<file path="config.mk">
export PLATFORM = sky130hd
export DESIGN_NAME = upstream_select_with_backoff
export DESIGN_NICKNAME = d
export VERILOG_FILES = /design/src/design/usel_pkg.sv /design/src/design/usel_cfg.sv /design/src/design/usel_health_mem.sv /design/src/design/usel_ctrl.sv /design/src/design/upstream_select_with_backoff.sv
export SDC_FILE = /design/constraint.sdc
export NUM_CORES = 1
export LEC_CHECK = 0
export BUFFER_PORTS_ARGS = -buffer_cell sky130_fd_sc_hd__buf_2
export CAP_MARGIN = 20
export CORE_ASPECT_RATIO = 1.1
export CORE_UTILIZATION = 51
export DETAILED_ROUTE_END_ITERATION = 8
export MAX_ROUTING_LAYER = met4
export PLACE_DENSITY = 0.68
export SYNTH_ARGS = -nofsm -noshare
export SYNTH_HDL_FRONTEND = slang
export SYNTH_HIERARCHICAL = 1
export SYNTH_SLANG_ARGS = --single-unit
</file>
<file path="constraint.sdc">
create_clock -name clk -period 10.6 [get_ports clk]
set_input_delay 2.12 -clock clk [delete_from_list [all_inputs] [get_ports clk]]
set_output_delay 2.12 -clock clk [all_outputs]
set_load 0.05 [all_outputs]
</file>
<file path="src/design/usel_pkg.sv">
// Shared types and constants for the upstream selector with backoff.
// Holds the configuration record, the health store command record and
// request and register codes. No dependencies.
package usel_pkg;

  localparam int ADDR_W    = 5;
  localparam int MASK_BITS = 16;

  typedef enum logic [1:0] {
    REQ_SELECT  = 2'd0,
    REQ_FAILURE = 2'd1,
    REQ_SUCCESS = 2'd2,
    REQ_NONE    = 2'd3
  } req_type_t;

  localparam logic [2:0] REG_RR_MODE   = 3'd0;
  localparam logic [2:0] REG_MEMBERS   = 3'd1;
  localparam logic [2:0] REG_BASE_MS   = 3'd2;
  localparam logic [2:0] REG_MAX_MS    = 3'd3;
  localparam logic [2:0] REG_FAIL_CAP  = 3'd4;

  localparam logic [4:0]  RST_MEMBERS  = 5'd1;
  localparam logic [15:0] RST_BASE_MS  = 16'd250;
  localparam logic [23:0] RST_MAX_MS   = 24'd30000;
  localparam logic [3:0]  RST_FAIL_CAP = 4'd8;

  typedef struct packed {
    logic        rr_mode;
    logic [4:0]  member_count;
    logic [15:0] base_ms;
    logic [23:0] max_ms;
    logic [3:0]  fail_cap;
  } cfg_t;

  typedef struct packed {
    logic rd;
    logic wr;
    logic clr;
  } mem_cmd_t;

endpackage

</file>
<file path="src/design/usel_cfg.sv">
// Configuration registers behind an APB-style port.
// Depends on usel_pkg for the register codes and the cfg_t record.
module usel_cfg (
  input  logic                        clk,
  input  logic                        rst,
  input  logic                        psel,
  input  logic                        penable,
  input  logic                        pwrite,
  input  logic [usel_pkg::ADDR_W-1:0] paddr,
  input  logic [31:0]                 pwdata,
  output logic [31:0]                 prdata,
  output logic                        pready,
  output usel_pkg::cfg_t              cfg
);
  import usel_pkg::*;

  logic [2:0] reg_idx;
  logic       wr_en;

  assign reg_idx = paddr[4:2];
  assign wr_en   = psel && penable && pwrite;
  assign pready  = 1'b1;

  always_ff @(posedge clk) begin
    if (rst) begin
      cfg.rr_mode      <= 1'b0;
      cfg.member_count <= RST_MEMBERS;
      cfg.base_ms      <= RST_BASE_MS;
      cfg.max_ms       <= RST_MAX_MS;
      cfg.fail_cap     <= RST_FAIL_CAP;
    end else if (wr_en) begin
      unique case (reg_idx)
        REG_RR_MODE:  cfg.rr_mode      <= pwdata[0];
        REG_MEMBERS:  cfg.member_count <= pwdata[4:0];
        REG_BASE_MS:  cfg.base_ms      <= pwdata[15:0];
        REG_MAX_MS:   cfg.max_ms       <= pwdata[23:0];
        REG_FAIL_CAP: cfg.fail_cap     <= pwdata[3:0];
        default: ;
      endcase
    end
  end

  always_comb begin
    unique case (reg_idx)
      REG_RR_MODE:  prdata = {31'd0, cfg.rr_mode};
      REG_MEMBERS:  prdata = {27'd0, cfg.member_count};
      REG_BASE_MS:  prdata = {16'd0, cfg.base_ms};
      REG_MAX_MS:   prdata = {8'd0, cfg.max_ms};
      REG_FAIL_CAP: prdata = {28'd0, cfg.fail_cap};
      default:      prdata = 32'd0;
    endcase
  end

endmodule

</file>
<file path="src/design/usel_health_mem.sv">
// Per-server health store: failure count and backoff end time.
// One synchronous port with a registered read; valid bits make
// entries read as zero after reset. Depends on usel_pkg for mem_cmd_t.
module usel_health_mem #(
  parameter int MAX_MEMBERS = 16,
  parameter int TIME_BITS   = 48
) (
  input  logic                                          clk,
  input  logic                                          rst,
  input  usel_pkg::mem_cmd_t                            cmd,
  input  logic [((MAX_MEMBERS > 1) ? $clog2(MAX_MEMBERS) : 1)-1:0] addr,
  input  logic [3:0]                                    wr_count,
  input  logic [TIME_BITS-1:0]                          wr_time,
  output logic [3:0]                                    rd_count,
  output logic [TIME_BITS-1:0]                          rd_time
);
  import usel_pkg::*;

  logic [3:0]           cnt_mem  [MAX_MEMBERS];
  logic [TIME_BITS-1:0] time_mem [MAX_MEMBERS];
  logic [MAX_MEMBERS-1:0] vld;
  logic [3:0]           q_cnt;
  logic [TIME_BITS-1:0] q_time;
  logic                 q_vld;

  always_ff @(posedge clk) begin
    if (cmd.wr) begin
      cnt_mem[addr]  <= wr_count;
      time_mem[addr] <= wr_time;
    end
    if (cmd.rd) begin
      q_cnt  <= cnt_mem[addr];
      q_time <= time_mem[addr];
    end
  end

  always_ff @(posedge clk) begin
    if (rst) begin
      vld   <= '0;
      q_vld <= 1'b0;
    end else begin
      if (cmd.wr) begin
        vld[addr] <= 1'b1;
      end else if (cmd.clr) begin
        vld[addr] <= 1'b0;
      end
      if (cmd.rd) begin
        q_vld <= vld[addr];
      end
    end
  end

  // An entry never written since reset or since a success reads as healthy.
  assign rd_count = q_vld ? q_cnt  : 4'd0;
  assign rd_time  = q_vld ? q_time : '0;

endmodule

</file>
<file path="src/design/usel_ctrl.sv">
// Request sequencer: start reduction, health store scan for selects,
// and read-modify-write of a server entry for failure reports.
// Depends on usel_pkg; drives usel_health_mem.
module usel_ctrl #(
  parameter int MAX_MEMBERS = 16,
  parameter int TIME_BITS   = 48
) (
  input  logic                 clk,
  input  logic                 rst,
  input  usel_pkg::cfg_t       cfg,
  input  logic                 start,
  output logic                 busy,
  input  logic [1:0]           req_type,
  input  logic [47:0]          now_ms,
  input  logic                 take_rr_start,
  input  logic [3:0]           first_server,
  input  logic [15:0]          attempted_mask,
  input  logic [3:0]           member,
  input  logic                 failure_cancelled,
  output logic                 done,
  output logic                 found,
  output logic [3:0]           selected_member,
  output logic                 backoff_probe,
  output logic [23:0]          backoff_ms,
  output usel_pkg::mem_cmd_t   mem_cmd,
  output logic [((MAX_MEMBERS > 1) ? $clog2(MAX_MEMBERS) : 1)-1:0] mem_addr,
  output logic [3:0]           mem_wr_count,
  output logic [TIME_BITS-1:0] mem_wr_time,
  input  logic [3:0]           mem_rd_count,
  input  logic [TIME_BITS-1:0] mem_rd_time
);
  import usel_pkg::*;

  localparam int IDX_W = (MAX_MEMBERS > 1) ? $clog2(MAX_MEMBERS) : 1;
  localparam int CNT_W = $clog2(MAX_MEMBERS + 1);
  localparam int LW    = (CNT_W > 5) ? CNT_W : 5;

  typedef enum logic [4:0] {
    S_IDLE   = 5'b00001,
    S_REDUCE = 5'b00010,
    S_SCAN   = 5'b00100,
    S_FLEN   = 5'b01000,
    S_FWR    = 5'b10000
  } state_t;

  state_t               state;
  logic [IDX_W-1:0]     rr_pointer;
  logic [LW-1:0]        red;
  logic                 rr_upd;
  logic [IDX_W-1:0]     scan_idx;
  logic [CNT_W-1:0]     rd_left;
  logic                 ev_v;
  logic [IDX_W-1:0]     ev_idx;
  logic                 have_probe;
  logic [IDX_W-1:0]     probe_idx;
  logic [TIME_BITS-1:0] now_q;
  logic [15:0]          mask_q;
  logic [IDX_W-1:0]     mem_idx;
  logic [3:0]           cnt_q;
  logic [23:0]          len_q;

  logic [LW-1:0]        mc_ext;
  logic [CNT_W-1:0]     live_n;
  logic                 accept;
  logic                 in_range;
  logic [LW-1:0]        idx_w;
  logic                 untried;
  logic                 avail;
  logic [3:0]           cap_eff;
  logic [4:0]           cnt_inc;
  logic [3:0]           cnt_new;
  logic [30:0]          shifted;
  logic [23:0]          len_new;
  logic [TIME_BITS:0]   end_sum;

  assign mc_ext   = LW'(cfg.member_count);
  assign live_n   = (mc_ext > LW'(MAX_MEMBERS)) ? CNT_W'(MAX_MEMBERS) : CNT_W'(mc_ext);
  assign busy     = (state != S_IDLE);
  assign accept   = start && (state == S_IDLE);
  assign in_range = LW'(member) < LW'(live_n);

  // Scan evaluation of the entry read in the previous cycle.
  assign idx_w   = LW'(ev_idx);
  assign untried = (idx_w >= LW'(MASK_BITS)) || !mask_q[idx_w[3:0]];
  assign avail   = mem_rd_time <= now_q;

  // Failure update: saturating count, then capped exponential length.
  assign cap_eff = (cfg.fail_cap == 4'd0) ? 4'd1 : cfg.fail_cap;
  assign cnt_inc = {1'b0, mem_rd_count} + 5'd1;
  assign cnt_new = (cnt_inc > {1'b0, cap_eff}) ? cap_eff : cnt_inc[3:0];
  assign shifted = 31'(cfg.base_ms) << (cnt_new - 4'd1);
  assign len_new = (shifted > 31'(cfg.max_ms)) ? cfg.max_ms : shifted[23:0];
  assign end_sum = {1'b0, now_q} + (TIME_BITS + 1)'(len_q);

  assign mem_wr_count = cnt_q;
  assign mem_wr_time  = end_sum[TIME_BITS] ? {TIME_BITS{1'b1}} : end_sum[TIME_BITS-1:0];

  always_comb begin
    mem_cmd.rd  = ((state == S_SCAN) && (rd_left != '0)) ||
                  (accept && (req_type == REQ_FAILURE) && in_range && !failure_cancelled);
    mem_cmd.wr  = (state == S_FWR);
    mem_cmd.clr = accept && (req_type == REQ_SUCCESS) && in_range;
    priority if (state == S_SCAN) begin
      mem_addr = scan_idx;
    end else if (state == S_IDLE) begin
      mem_addr = IDX_W'(member);
    end else begin
      mem_addr = mem_idx;
    end
  end

  always_ff @(posedge clk) begin
    if (rst) begin
      state           <= S_IDLE;
      rr_pointer      <= '0;
      ev_v            <= 1'b0;
      done            <= 1'b0;
      found           <= 1'b0;
      selected_member <= 4'd0;
      backoff_probe   <= 1'b0;
      backoff_ms      <= 24'd0;
    end else begin
      done <= 1'b0;
      unique case (state)
        S_IDLE: begin
          if (accept) begin
            now_q  <= TIME_BITS'(now_ms);
            mask_q <= attempted_mask;
            if ((req_type == REQ_SELECT) && (live_n != '0)) begin
              priority if (!take_rr_start) begin
                red <= LW'(first_server);
              end else if (cfg.rr_mode) begin
                red <= LW'(rr_pointer);
              end else begin
                red <= '0;
              end
              rr_upd <= take_rr_start && cfg.rr_mode;
              state  <= S_REDUCE;
            end else if ((req_type == REQ_FAILURE) && in_range && !failure_cancelled) begin
              mem_idx <= IDX_W'(member);
              state   <= S_FLEN;
            end else begin
              // Ignored reports, successes, selects with no servers and unused
              // request codes complete at once with an all-zero result.
              done            <= 1'b1;
              found           <= 1'b0;
              selected_member <= 4'd0;
              backoff_probe   <= 1'b0;
              backoff_ms      <= 24'd0;
            end
          end
        end
        S_REDUCE: begin
          if (red >= LW'(live_n)) begin
            red <= red - LW'(live_n);
          end else begin
            scan_idx   <= red[IDX_W-1:0];
            rd_left    <= live_n;
            ev_v       <= 1'b0;
            have_probe <= 1'b0;
            if (rr_upd) begin
              rr_pointer <= ((red + LW'(1)) == LW'(live_n)) ? '0 : IDX_W'(red + LW'(1));
            end
            state <= S_SCAN;
          end
        end
        S_SCAN: begin
          if (rd_left != '0) begin
            scan_idx <= ((CNT_W'(scan_idx) + CNT_W'(1)) == live_n) ? '0
                                                                   : scan_idx + IDX_W'(1);
            rd_left  <= rd_left - CNT_W'(1);
          end
          ev_v   <= (rd_left != '0);
          ev_idx <= scan_idx;
          if (ev_v) begin
            if (untried && avail) begin
              done            <= 1'b1;
              found           <= 1'b1;
              selected_member <= 4'(ev_idx);
              backoff_probe   <= 1'b0;
              backoff_ms      <= 24'd0;
              ev_v            <= 1'b0;
              state           <= S_IDLE;
            end else begin
              if (untried && !have_probe) begin
                have_probe <= 1'b1;
                probe_idx  <= ev_idx;
              end
              if (rd_left == '0) begin
                // Last entry seen: fall back to the first untried server.
                done            <= 1'b1;
                found           <= have_probe || untried;
                selected_member <= have_probe ? 4'(probe_idx) :
                                   (untried ? 4'(ev_idx) : 4'd0);
                backoff_probe   <= have_probe || untried;
                backoff_ms      <= 24'd0;
                ev_v            <= 1'b0;
                state           <= S_IDLE;
              end
            end
          end
        end
        S_FLEN: begin
          cnt_q <= cnt_new;
          len_q <= len_new;
          state <= S_FWR;
        end
        S_FWR: begin
          done            <= 1'b1;
          found           <= 1'b0;
          selected_member <= 4'd0;
          backoff_probe   <= 1'b0;
          backoff_ms      <= len_q;
          state           <= S_IDLE;
        end
        default: begin
          state <= S_IDLE;
        end
      endcase
    end
  end

endmodule

</file>
<file path="src/design/upstream_select_with_backoff.sv">
// Channel    | Handshake                       | Payload
// config     | psel/penable/pwrite, pready = 1 | paddr, pwdata, prdata
// request    | start while busy is low         | req_type .. failure_cancelled
// result     | done, one cycle, no stall       | found, selected_member, backoff_probe, backoff_ms
//
// A select first makes R subtractions of the server count n from the
// start position, then one health store read per server, the
// single read port setting the pace; a hit ends the scan early.
// A failure report goes through read, length and write back; other items end at once.
// Reset restores the register defaults and clears the store's valid bits.
// The result follows the last cycle of work; the receiver cannot stall it.
module upstream_select_with_backoff #(
  parameter int MAX_MEMBERS = 16,
  parameter int TIME_BITS   = 48
) (
  input  logic                        clk,
  input  logic                        rst,
  input  logic                        psel,
  input  logic                        penable,
  input  logic                        pwrite,
  input  logic [usel_pkg::ADDR_W-1:0] paddr,
  input  logic [31:0]                 pwdata,
  output logic [31:0]                 prdata,
  output logic                        pready,
  input  logic                        start,
  output logic                        busy,
  input  logic [1:0]                  req_type,
  input  logic [47:0]                 now_ms,
  input  logic                        take_rr_start,
  input  logic [3:0]                  first_server,
  input  logic [15:0]                 attempted_mask,
  input  logic [3:0]                  member,
  input  logic                        failure_cancelled,
  output logic                        done,
  output logic                        found,
  output logic [3:0]                  selected_member,
  output logic                        backoff_probe,
  output logic [23:0]                 backoff_ms
);
  import usel_pkg::*;

  localparam int IDX_W = (MAX_MEMBERS > 1) ? $clog2(MAX_MEMBERS) : 1;

  cfg_t                 cfg;
  mem_cmd_t             mem_cmd;
  logic [IDX_W-1:0]     mem_addr;
  logic [3:0]           mem_wr_count;
  logic [TIME_BITS-1:0] mem_wr_time;
  logic [3:0]           mem_rd_count;
  logic [TIME_BITS-1:0] mem_rd_time;

  usel_cfg u_cfg (
    .clk     (clk),
    .rst     (rst),
    .psel    (psel),
    .penable (penable),
    .pwrite  (pwrite),
    .paddr   (paddr),
    .pwdata  (pwdata),
    .prdata  (prdata),
    .pready  (pready),
    .cfg     (cfg)
  );

  usel_health_mem #(
    .MAX_MEMBERS (MAX_MEMBERS),
    .TIME_BITS   (TIME_BITS)
  ) u_mem (
    .clk      (clk),
    .rst      (rst),
    .cmd      (mem_cmd),
    .addr     (mem_addr),
    .wr_count (mem_wr_count),
    .wr_time  (mem_wr_time),
    .rd_count (mem_rd_count),
    .rd_time  (mem_rd_time)
  );

  usel_ctrl #(
    .MAX_MEMBERS (MAX_MEMBERS),
    .TIME_BITS   (TIME_BITS)
  ) u_ctrl (
    .clk               (clk),
    .rst               (rst),
    .cfg               (cfg),
    .start             (start),
    .busy              (busy),
    .req_type          (req_type),
    .now_ms            (now_ms),
    .take_rr_start     (take_rr_start),
    .first_server      (first_server),
    .attempted_mask    (attempted_mask),
    .member            (member),
    .failure_cancelled (failure_cancelled),
    .done              (done),
    .found             (found),
    .selected_member   (selected_member),
    .backoff_probe     (backoff_probe),
    .backoff_ms        (backoff_ms),
    .mem_cmd           (mem_cmd),
    .mem_addr          (mem_addr),
    .mem_wr_count      (mem_wr_count),
    .mem_wr_time       (mem_wr_time),
    .mem_rd_count      (mem_rd_count),
    .mem_rd_time       (mem_rd_time)
  );

endmodule

</file>
==> results by group, run 1 <==
Setup path
  • RR Startpoint: u_mem/q_vld$_SDFFE_PP0P_
  • Arr. time, crit path: 8410 ps
  • R2R Setup Slk: 2610 ps
  • Worst r2r dst: u_ctrl/len_q[22]$_DFFE_PP_
  • CP delay by family, top: compound AO/OA/AOI/OAI gates
  • Worst setup path category: register to register
  • Slowest stage delay, CP: 860 ps
  • Startpoint types: register
  • Setup crit end kind: register
  • Stages on worst setup path: 27
  • Critical path fanouts, max: 52
  • Most frequent CP cell: ha_1
  • Bufs and invs on worst path: 3
  • Worst r2r path cells: 27
  • Beginning of the critical path: u_mem/q_vld$_SDFFE_PP0P_
  • CP required: 11020 ps
  • Critical Path End: u_ctrl/len_q[22]$_DFFE_PP_
  • Max stage delay cell, worst path: mux2i_2

Logic synthesis
  • Top FF cell, synth: edfxtp_1
  • Synthesized area: 47910 sq um
  • Mapped Avg Cell Area: 16.94 sq um
  • Post-Syn Instances: 2828
  • Synth top area share: 62.92%
  • Synth Register Bits: 1112
  • Top cells by area, synth: edfxtp_1, mux4_2, dfxtp_1
  • Synth warnings: 6
  • Post-synth EDFFs: 1004
  • Async SR Flop Fraction: 0%
  • Cell accounting for the most synthesized area: edfxtp_1
  • Sequential share of the synthesized area: 67.43%
  • Post-synth cell types: 81

Clocking
  • Clk sinks: 1112
  • Post-cts resize count: 0
  • H-tree depth: 3
  • Reg clk slew, reported paths: 60 ps
  • Root buffer cell: clkbuf_16
  • Cts hold-fix bufs: 0
  • CTS tree: built
  • Num CTS Buffers: 111
  • Clock Tree Buf Depth: 3
  • Postcts setup bufs: 0
  • Clock Latency Late Sink: 690 ps

Power
  • Net Sw Frac: 21.30%
  • Leakage: 0.01897 uW
  • Net Sw Power: 1950 uW
  • Comb pwr share: 6.1%
  • Cell internal pwr: 7205 uW
  • Seq pwr share: 52.7%
  • PD cells: 170.7 nW/um^2
  • VDD IR max: 143.1 uV
  • Clock share of power: 41.2%

Worst hold path
  • HP Class: register to register

Global route
  • Global route overflow: 0
  • Antenna violations before repair: 1
  • Vias in the first global route: 26.93k
  • Gr usage total: 25.42%
  • Largest net degree at the start of global routing: 106
  • Global-route wire length before repair: 171800 um

Timing
  • Total negative slack: 0 ps
  • Hold Fails Final Rpt: 0
  • Final worst-path cycle share: 75.40%
  • Worst-Margin Slew: 1185 ps
  • F_max: 0.1251 GHz
  • Minimum clock period: 7993 ps
  • Setup violations, final: 0
  • Clk_skew: 23.97 ps
  • Fin. max-slew vios: 0
  • Unrepaired setup endpoints after global routing: false
  • Slew Limit Headroom: 21.01%
  • Min setup slack post-route: 2607 ps

Detailed routing
  • Routed wire length: 116100 um
  • Via count: 26.42k
  • Drt initial violations: 2260
  • Max Used Layer: met4
  • Metal-1 WL: 46780 um
  • Initial DRT Pass Iterations: 6
  • DRC viols: 0
  • Metal3 WL: 7361 um
  • Drt wl/cell: 26.52 um
  • Met2 Wirelength: 59160 um
  • DR vias/cell: 6.034
  • Antenna Nets Post-Route: 0

Placed design
  • Pre-CTS WS: 2572 ps
  • GPL Wtd Cong: 0.8950
  • PortBufs: 164
  • Post-detail-place hpwl: 68850 um

Floorplan
  • Die area: 95180 sq um
  • Initial Util: 51.63%
  • Row count: 117
  • I/O pin cnt: 184
  • Die Y: 323.5 um
  • Die W: 294.3 um
  • Core Area: 92810 sq um

Layout
  • Area Overhead vs Synth: 11.95%
  • Layout Nets: 3271
  • Register area: 32310 sq um
  • Area of the multi-input gates: 14500 sq um
  • Fraction of layout instances using a drive strength above 1: 23.22%
  • Fill cells: 7012

Flow run
  • Max Cap Violations: 0

Run status
  • Status: finished, final reports clean
## cell families after synthesis
logic type	after synthesis	share of synthesized area, %
buffers and inverters	253	2.543
muxes	394	15.44
other	2	0.01567
adders and majority gates	114	3.008
and+or+nand+nor	547	5.862
AOI/OAI and AO/OA	357	4.766
DFF	1112	67.43
xor gates and xnor gates	49	0.9349
## synth_stat cells (27+ instances only)
| cell | n |
|---|---|
| edfxtp_1 | 1004 |
| mux4_2 | 257 |
| nor2_1 | 118 |
| inv_1 | 116 |
| nand2_1 | 115 |
| ha_1 | 112 |
| dfxtp_1 | 108 |
| a21oi_1 | 94 |
| o21ai_0 | 93 |
| mux2i_1 | 81 |
| clkbuf_1 | 66 |
| and2_1 | 64 |
| nand2b_1 | 57 |
| a21o_1 | 41 |
| nand3_1 | 41 |
| nor2b_1 | 36 |
| mux2_2 | 33 |
| xnor2_1 | 27 |
## routing by layer
| metal | up-vias | track usage, % |
|---|---|---|
| li1 | 11570 | - |
| met1 | 13670 | 32.66 |
| met2 | 998 | 42.79 |
| met3 | 176 | 2.961 |
| met4 | 0 | 7.407 |
| met5 | - | - |
## metrics by stage
stage                     area (sq um)  instances  power [uW]  utilization, %  hold WS (ps)
after detailed placement         50020       4163        5477           53.89         453.9
after floorplan                  47940       2835        5333               -         424.4
after global routing             53640       4377        9429           57.79         493.2
after global placement           49980       4157        5460           53.85         456.7
final                            53640       4378        9156           57.80         466.9
after CTS                        53490       4365        9231           57.63         469.2
## worst min path at each step
| stage | start | endpoint | slack [ps] | cells past startpoint |
|---|---|---|---|---|
| finish | u_ctrl/selected_member[2]$_SDFFE_PP0P_ | u_ctrl/selected_member[2]$_SDFFE_PP0P_ | 470 | 2 |
| global route | u_ctrl/backoff_ms[7]$_SDFFE_PP0P_ | u_ctrl/backoff_ms[7]$_SDFFE_PP0P_ | 490 | 1 |
| CTS | u_ctrl/selected_member[2]$_SDFFE_PP0P_ | u_ctrl/selected_member[2]$_SDFFE_PP0P_ | 470 | 2 |
| detailed placement | u_ctrl/selected_member[2]$_SDFFE_PP0P_ | u_ctrl/selected_member[2]$_SDFFE_PP0P_ | 450 | 2 |
| global placement | u_ctrl/selected_member[0]$_SDFFE_PP0P_ | u_ctrl/selected_member[0]$_SDFFE_PP0P_ | 460 | 2 |
| floorplan | u_ctrl/ev_idx[0]$_DFFE_PP_ | u_ctrl/probe_idx[0]$_DFFE_PP_ | 420 | 0 |
## power by group through the flow
stage	clock (uW)	sequential, uW	combinational (uW)
CTS	3850	4830	560
global route	4000	4820	607
finish	3770	4820	561
detailed placement	0	4920	558
global placement	0	4920	541
floorplan	0	4910	420
## cell usage in the layout, fill, tap and decap left out, drive strengths merged, types with 6 or more instances in the layout
cell type,count
a22oi,11
clkinvlp,7
and3,24
nand2b,57
xor2,21
edfxtp,1004
dfxtp,108
buf,223
mux2i,84
nor4,7
nand3,41
a211oi,6
mux2,43
xnor2,28
or3,6
clkinv,49
o21ai,107
nand4,21
mux4,267
o21bai,6
nand2,115
o21a,7
and2,66
ha,112
bufinv,9
inv,124
o22ai,7
a21o,41
nor3,25
clkbuf,133
a21oi,94
a22o,24
conb,9
nor2b,36
a31oi,10
nand3b,6
nor2,119
## state kept, by name (all words and copies together), names as in the netlist, 5 cells and up, named ones only
register and count:
u_ctrl/mask_q 16, u_ctrl/rd_left 5, u_ctrl/backoff_ms 24, u_mem/q_time 48
u_mem/cnt_mem 64, u_ctrl/state 5, u_mem/time_mem 768, u_ctrl/red 5
u_ctrl/len_q 24, u_ctrl/now_q 48, u_cfg/cfg 50
## cell type report
type	instances	area share (%)
well taps	1249	2.913
repair buffers	224	2.498
clock inverters	70	1.115
diodes	2	0.009330
inverters	119	0.8327
multi-input cells	1470	27.03
flip-flops and latches	1112	60.24
clock buffers	132	5.365
## worst register-to-register path, delay by kind of cell, from the launching register on
kind / cells / cell delay, ps
buffers and inverters: 3 / 1240
AOI/OAI and AO/OA: 12 / 2560
adders and majority gates: 3 / 770
xor gates and xnor gates: 1 / 310
DFF: 1 / 320
muxes: 3 / 1620
and+or+nand+nor: 5 / 930
No activity file was read; power rests on OpenSTA's default activity.
==> inputs of run 2 (changes only) <==
PLACE_DENSITY = 0.7   (was 0.68)
clock period = 7 ns   (was 10.6 ns; I/O delays follow)
==> results by group, run 2 (synthesis results as in run 1) <==
Layout
  • Non-Filler Instances: 4396 (was 4378)
  • Fraction of layout instances using a drive strength above 1: 23.28% (was 23.22%)
  • Fill cells: 6961 (was 7012)
  • Commonest non-fill, non-tap cell in the layout: edfxtp_1 (unchanged)
  • Largest reg by FF count: u_mem/time_mem (unchanged)
  • Area Overhead vs Synth: 12.28% (was 11.95%)
  • Core Util, Final: 57.96% (was 57.80%)
  • Register area: 32310 sq um (unchanged)
  • Most frequent cells in the layout: edfxtp_1, mux4_2, buf_2 (unchanged)
  • Area of the multi-input gates: 14510 sq um (was 14500 sq um)
  • Final instance area: 53800 sq um (was 53640 sq um)
  • Layout Nets: 3288 (was 3271)
  • Max FFs per register: 768 (unchanged)
  • Top flop regs: u_mem/time_mem: 768 flops, u_mem/cnt_mem: 64 flops, u_cfg/cfg: 50 flops (unchanged)

Detailed routing
  • Initial DRT Pass Iterations: 6 (unchanged)
  • Antenna Nets Post-Route: 0 (unchanged)
  • Drt wl/cell: 26.42 um (was 26.52 um)
  • DR vias/cell: 6.078 (was 6.034)
  • Routed wire length: 116100 um (about the same)
  • Drt initial violations: 2288 (was 2260)
  • Via count: 26.72k (was 26.42k)
  • DRC viols: 0 (unchanged)

Timing
  • Min Hold Slack: 461.9 ps (was 466.9 ps)
  • Worst-Margin Slew: 1319 ps (was 1185 ps)
  • Hold Fails Final Rpt: 0 (unchanged)
  • Total negative slack: 0 ps (unchanged)
  • Minimum clock period: 6599 ps (was 7993 ps)
  • Setup violations, final: 0 (unchanged)
  • Slew Limit Headroom: 12.10% (was 21.01%)
  • Unrepaired setup endpoints after global routing: false (unchanged)
  • Clk_skew: 31.61 ps (was 23.97 ps)
  • Final worst-path cycle share: 94.27% (was 75.40%)
  • F_max: 0.1515 GHz (was 0.1251 GHz)
  • Fin. max-slew vios: 0 (unchanged)

Clocking
  • Num CTS Buffers: 108 (was 111)
  • Reg clk slew, reported paths: 60 ps (about the same)
  • Cts hold-fix bufs: 0 (unchanged)
  • Clk sinks: 1112 (unchanged)
  • H-tree depth: 3 (unchanged)
  • Root buffer cell: clkbuf_16 (unchanged)
  • CTS tree: built (unchanged)
  • Clock Tree Buf Depth: 3 (unchanged)
  • Clock Latency Late Sink: 700 ps (was 690 ps)

Placed design
  • GPL Wtd Cong: 0.9633 (was 0.8950)
  • Post-detail-place hpwl: 70130 um (was 68850 um)
  • PortBufs: 164 (unchanged)
  • Placed Area: 50180 sq um (was 50020 sq um)
  • # placed instances: 4181 (was 4163)

Setup path
  • Critical path fanouts, max: 24 (was 52)
  • Max stage delay cell, worst path: or2_2 (was mux2i_2)
  • CP required: 7440 ps (was 11020 ps)
  • Worst setup path category: register to register (unchanged)
  • Slowest stage delay, CP: 440 ps (was 860 ps)
  • Most frequent CP cell: ha_1 (unchanged)
  • Setup crit end kind: register (unchanged)
  • Startpoint types: register (unchanged)
  • Arr. time, crit path: 7040 ps (was 8410 ps)

Floorplan
  • Core Area: 92810 sq um (unchanged)
  • Initial Util: 51.63% (unchanged)
  • Row count: 117 (unchanged)
  • Die Y: 323.5 um (unchanged)
  • Die area: 95180 sq um (unchanged)
  • Die W: 294.3 um (unchanged)
  • I/O pin cnt: 184 (unchanged)

Global route
  • GR Util met1: 33.01% (was 32.66%)
  • Vias in the first global route: 26.81k (was 26.93k)
  • Gr usage total: 25.34% (was 25.42%)
  • Met2 usage: 41.90% (was 42.79%)
  • Largest net degree at the start of global routing: 165 (was 106)
  • Met3 Usage GRT: 3.161% (was 2.961%)
  • Gr busiest metal: met2 (unchanged)
  • Global route overflow: 0 (unchanged)
  • Global-route wire length before repair: 171700 um (was 171800 um)
  • Antenna violations before repair: 3 (was 1)

Power
  • Cell internal pwr: 10870 uW (was 7205 uW)
  • Net Sw Frac: 21.64% (was 21.30%)
  • Leakage: 0.01903 uW (was 0.01897 uW)
  • VDD IR max: 189.5 uV (was 143.1 uV)
  • Clock share of power: 41.2% (about the same)
  • Net Sw Power: 3003 uW (was 1950 uW)
  • PD cells: 257.9 nW/um^2 (was 170.7 nW/um^2)
  • Comb pwr share: 6.1% (about the same)
  • Seq pwr share: 52.6% (was 52.7%)

Run status
  • Status: finished, final reports clean (unchanged)

Worst hold path
  • HP Class: register to register (unchanged)

Flow run
  • Max Cap Violations: 0 (unchanged)
-- run 2: per-layer routing --
metal	share of wire (%)	vias up	wire length [um]
met5	0	-	0
met4	2.5	0	2956
met3	6.2	195	7198
met2	50	1055	58570
met1	41	13870	47400
li1	-	11600	-
-- run 2: what timing repair did --
action,in CTS,in global routing
buffers inserted,0,5
endpoints found under the hold margin,0,0
gates resized for setup,0,2
endpoints found under the setup margin,0,24
-- run 2: layout make-up --
type                    instances  share of cell area (%)
diodes                          3                 0.01395
clock buffers                 139                   5.280
clock inverters                60                   1.202
inverters                     119                  0.8303
multi-input cells            1470                   26.97
flip-flops and latches       1112                   60.06
well taps                    1249                   2.905
repair buffers                244                   2.730
-- run 2: critical path: cells and delay by family, from the launching register on --
family / cells / cell delay [ps]
flops: 1 / 360
buf+inv: 2 / 580
mux: 3 / 980
xor+xnor: 1 / 280
simple gates: 6 / 1200
fa+ha+maj: 3 / 820
compound gates: 10 / 2120
-- run 2: power by group through the flow --
stage / Clock (uW) / Combinational, uW / Sequential [uW]
6_report: 5720 / 853 / 7310
5_1_grt: 6060 / 917 / 7300
4_1_cts: 5820 / 852 / 7310
3_5_place_dp: 0 / 847 / 7450
3_3_place_gp: 0 / 821 / 7450
2_1_floorplan: 0 / 636 / 7440
-- run 2: path summary, 6_finish.rpt --
| check | cells after the start | slack, ps | start | end |
|---|---|---|---|---|
| min reg2reg | 2 | 460 | u_ctrl/selected_member[1]$_SDFFE_PP0P_ | u_ctrl/selected_member[1]$_SDFFE_PP0P_ |
| max | 25 | 400 | u_mem/q_cnt[0]$_DFFE_PP_ | u_ctrl/len_q[21]$_DFFE_PP_ |
| min | 2 | 460 | u_ctrl/selected_member[1]$_SDFFE_PP0P_ | u_ctrl/selected_member[1]$_SDFFE_PP0P_ |
| max reg2reg | 25 | 400 | u_mem/q_cnt[0]$_DFFE_PP_ | u_ctrl/len_q[21]$_DFFE_PP_ |
-- run 2: stage by stage --
stage | power (uW) | setup slack, ps
3_5_place_dp | 8294 | 171.6
6_report | 13880 | 401.1
4_1_cts | 13970 | 189.9
5_1_grt | 14290 | 45.77
3_3_place_gp | 8267 | 222.9
2_1_floorplan | 8075 | 541.0
==> inputs of run 3 (changes only) <==
ABC_AREA = 1   (was default)
==> results by group, run 3 <==
Setup path
  • Arr. time, crit path: 6200 ps (was 7040 ps)
  • Max stage delay cell, worst path: o21ai_1 (was or2_2)
  • Critical path fanouts, max: 25 (was 24)
  • Most frequent CP cell: nand2_1 (was ha_1)
  • Slowest stage delay, CP: 450 ps (was 440 ps)
  • CP required: 7440 ps (about the same)
  • R2R Setup Slk: 1230 ps (was 400 ps)
  • Worst setup path category: register to register (unchanged)
  • Bufs and invs on worst path: 4 (was 2)
  • Setup crit end kind: register (unchanged)
  • CP delay by family, top: simple AND/OR/NAND/NOR gates (was compound AO/OA/AOI/OAI gates)
  • Startpoint types: register (unchanged)

Placed design
  • GPL Wtd Cong: 0.9393 (was 0.9633)
  • Post-detail-place hpwl: 74640 um (was 70130 um)
  • PortBufs: 164 (unchanged)

Floorplan
  • Die W: 295.6 um (was 294.3 um)
  • Core Area: 94050 sq um (was 92810 sq um)
  • Initial Util: 51.42% (was 51.63%)
  • I/O pin cnt: 184 (unchanged)
  • Die Y: 325.0 um (was 323.5 um)
  • Row count: 118 (was 117)
  • Die area: 96060 sq um (was 95180 sq um)

Timing
  • Unrepaired setup endpoints after global routing: false (unchanged)
  • Setup violations, final: 0 (unchanged)
  • Final worst-path cycle share: 82.41% (was 94.27%)
  • Slew Limit Headroom: 22.71% (was 12.10%)
  • Fin. max-slew vios: 0 (unchanged)
  • Worst-Margin Slew: 1157 ps (was 1319 ps)
  • Minimum clock period: 5769 ps (was 6599 ps)
  • Clk_skew: 28.20 ps (was 31.61 ps)
  • Hold Fails Final Rpt: 0 (unchanged)
  • F_max: 0.1734 GHz (was 0.1515 GHz)
  • Total negative slack: 0 ps (unchanged)

Global route
  • Antenna violations before repair: 0 (was 3)
  • Vias in the first global route: 31.88k (was 26.81k)
  • Largest net degree at the start of global routing: 138 (was 165)
  • Gr usage total: 26.76% (was 25.34%)
  • Global-route wire length before repair: 188800 um (was 171700 um)
  • Global route overflow: 0 (unchanged)

Detailed routing
  • Drt wl/cell: 21.11 um (was 26.42 um)
  • Antenna Nets Post-Route: 0 (unchanged)
  • DRC viols: 0 (unchanged)
  • Drt initial violations: 3486 (was 2288)
  • Routed wire length: 125100 um (was 116100 um)
  • Initial DRT Pass Iterations: 7 (was 6)
  • DR vias/cell: 5.683 (was 6.078)
  • Via count: 33.68k (was 26.72k)

Clocking
  • Postcts setup bufs: 0 (unchanged)
  • Clk sinks: 1112 (unchanged)
  • Root buffer cell: clkbuf_16 (unchanged)
  • H-tree depth: 3 (unchanged)
  • Clock Tree Buf Depth: 3 (unchanged)
  • Clock Latency Late Sink: 700 ps (about the same)
  • Reg clk slew, reported paths: 60 ps (about the same)
  • Cts hold-fix bufs: 0 (unchanged)
  • Num CTS Buffers: 109 (was 108)
  • Post-cts resize count: 0 (unchanged)
  • CTS tree: built (unchanged)

Layout
  • Most frequent cells in the layout: nand2_1, edfxtp_1, inv_1 (was edfxtp_1, mux4_2, buf_2)
  • Commonest non-fill, non-tap cell in the layout: nand2_1 (was edfxtp_1)
  • Area Overhead vs Synth: 11.81% (was 12.28%)
  • Top flop regs: u_mem/time_mem: 768 flops, u_mem/cnt_mem: 64 flops, u_cfg/cfg: 50 flops (unchanged)
  • Fraction of layout instances using a drive strength above 1: 9.921% (was 23.28%)
  • Core Util, Final: 57.49% (was 57.96%)
  • Layout Nets: 4805 (was 3288)
  • Largest reg by FF count: u_mem/time_mem (unchanged)
  • Antenna cells: 0 (was 3)
  • Max FFs per register: 768 (unchanged)

Logic synthesis
  • Async SR Flop Fraction: 0% (unchanged)
  • Synth Area in Adders: 2.981% (was 3.008%)
  • Post-Synth XOR/XNOR Area: 0.6132% (was 0.9348%)
  • Post-synth cell types: 57 (was 81)
  • Top cells by area, synth: edfxtp_1, nand2_1, dfxtp_1 (was edfxtp_1, mux4_2, dfxtp_1)
  • Main combinational cell family by area after synthesis: simple AND/OR/NAND/NOR gates (was multiplexers)
  • Post-Syn Instances: 4424 (was 2828)
  • Most frequent cell after synthesis: nand2_1 (was edfxtp_1)
  • Sequential share of the synthesized area: 66.81% (was 67.43%)
  • Mapped Avg Cell Area: 10.93 sq um (was 16.94 sq um)
  • Post-Synth Simple-Gate Area: 20.19% (was 5.862%)
  • Cell accounting for the most synthesized area: edfxtp_1 (unchanged)
  • Synth warnings: 6 (unchanged)
  • Post-synth EDFFs: 1004 (unchanged)
  • Most frequent cells after synthesis: nand2_1, edfxtp_1, inv_1, nand4_1, nor2_1 (was edfxtp_1, mux4_2, nor2_1, inv_1, nand2_1)
  • Synth top area share: 62.34% (was 62.92%)
  • Synthesized area: 48360 sq um (was 47910 sq um)
  • Synth Register Bits: 1112 (unchanged)
  • Multiplexer share of the synthesized area: 0% (was 15.44%)
  • Top FF cell, synth: edfxtp_1 (unchanged)
  • Post-synthesis compound-gate area fraction: 4.828% (was 4.766%)

Run status
  • Status: finished, final reports clean (unchanged)

Power
  • Leakage: 0.02045 uW (was 0.01903 uW)
  • VDD IR max: 231.6 uV (was 189.5 uV)
  • PD cells: 278.9 nW/um^2 (was 257.9 nW/um^2)

Worst hold path
  • HP Class: register to register (unchanged)

Flow run
  • Max Cap Violations: 0 (unchanged)
[run 3: cell types whose count changed in the layout (fill, tap and decap cells not counted), sizes merged, moves of 84 or more]
cell   change
mux2i     -84
inv      +173
nand4    +229
mux4     -267
a22oi     +95
nand2   +1469
nand3    +143
nor2      +84
[run 3: metrics by stage]
step	instances	instance area [sq um]	hold slack [ps]	total power (uW)	setup slack (ps)
finish	5927	54070	460.4	15080	1231
global route	5927	54070	480.9	15600	593.3
CTS	5922	53980	462.5	15150	1234
detailed placement	5716	50380	451.8	9359	1322
global placement	5714	50340	450.6	9333	1274
floorplan	4431	48390	420.6	8824	1512
[run 3: cells by family after synthesis]
logic type	Yosys count
buffers and inverters	490
AOI/OAI and AO/OA	387
DFF	1112
adders and majority gates	114
xor gates and xnor gates	33
and+or+nand+nor	2286
other	2
[run 3: layer usage]
| layer | routed length (um) | global-route usage (%) |
|---|---|---|
| met5 | 0 | - |
| met4 | 3763 | 8.448 |
| met3 | 9915 | 3.232 |
| met2 | 59750 | 42.42 |
| met1 | 51680 | 36.10 |
[run 3: worst min-delay path, stage by stage (launching register included)]
cell     delay [ps]
dfxtp_1         310
nand2_1          60
a21oi_1          50
[run 3: final timing paths]
kind / start / endpoint / cells past startpoint
worst min register to register: u_ctrl/backoff_ms[16]$_SDFFE_PP0P_ / u_ctrl/backoff_ms[16]$_SDFFE_PP0P_ / 2
worst max-delay path: u_mem/q_vld$_SDFFE_PP0P_ / u_ctrl/len_q[23]$_DFFE_PP_ / 29
worst max register to register: u_mem/q_vld$_SDFFE_PP0P_ / u_ctrl/len_q[23]$_DFFE_PP_ / 29
worst min-delay path: u_ctrl/backoff_ms[16]$_SDFFE_PP0P_ / u_ctrl/backoff_ms[16]$_SDFFE_PP0P_ / 2
[run 3: final cells by class]
class / instances / area [sq um]
fill: 7657 / 39980
sequential: 1112 / 32310
multi-input combinational: 2829 / 14000
clock buffer: 146 / 2908
tap: 1260 / 1577
timing repair buffer: 223 / 1446
inverter: 297 / 1129
clock inverter: 60 / 698.2
[run 3: where the power goes]
part / total (uW) / internal (uW) / switching, uW
Clock: 5840 / 3350 / 2490
Sequential: 7400 / 7370 / 36.9
Combinational: 1840 / 499 / 1340
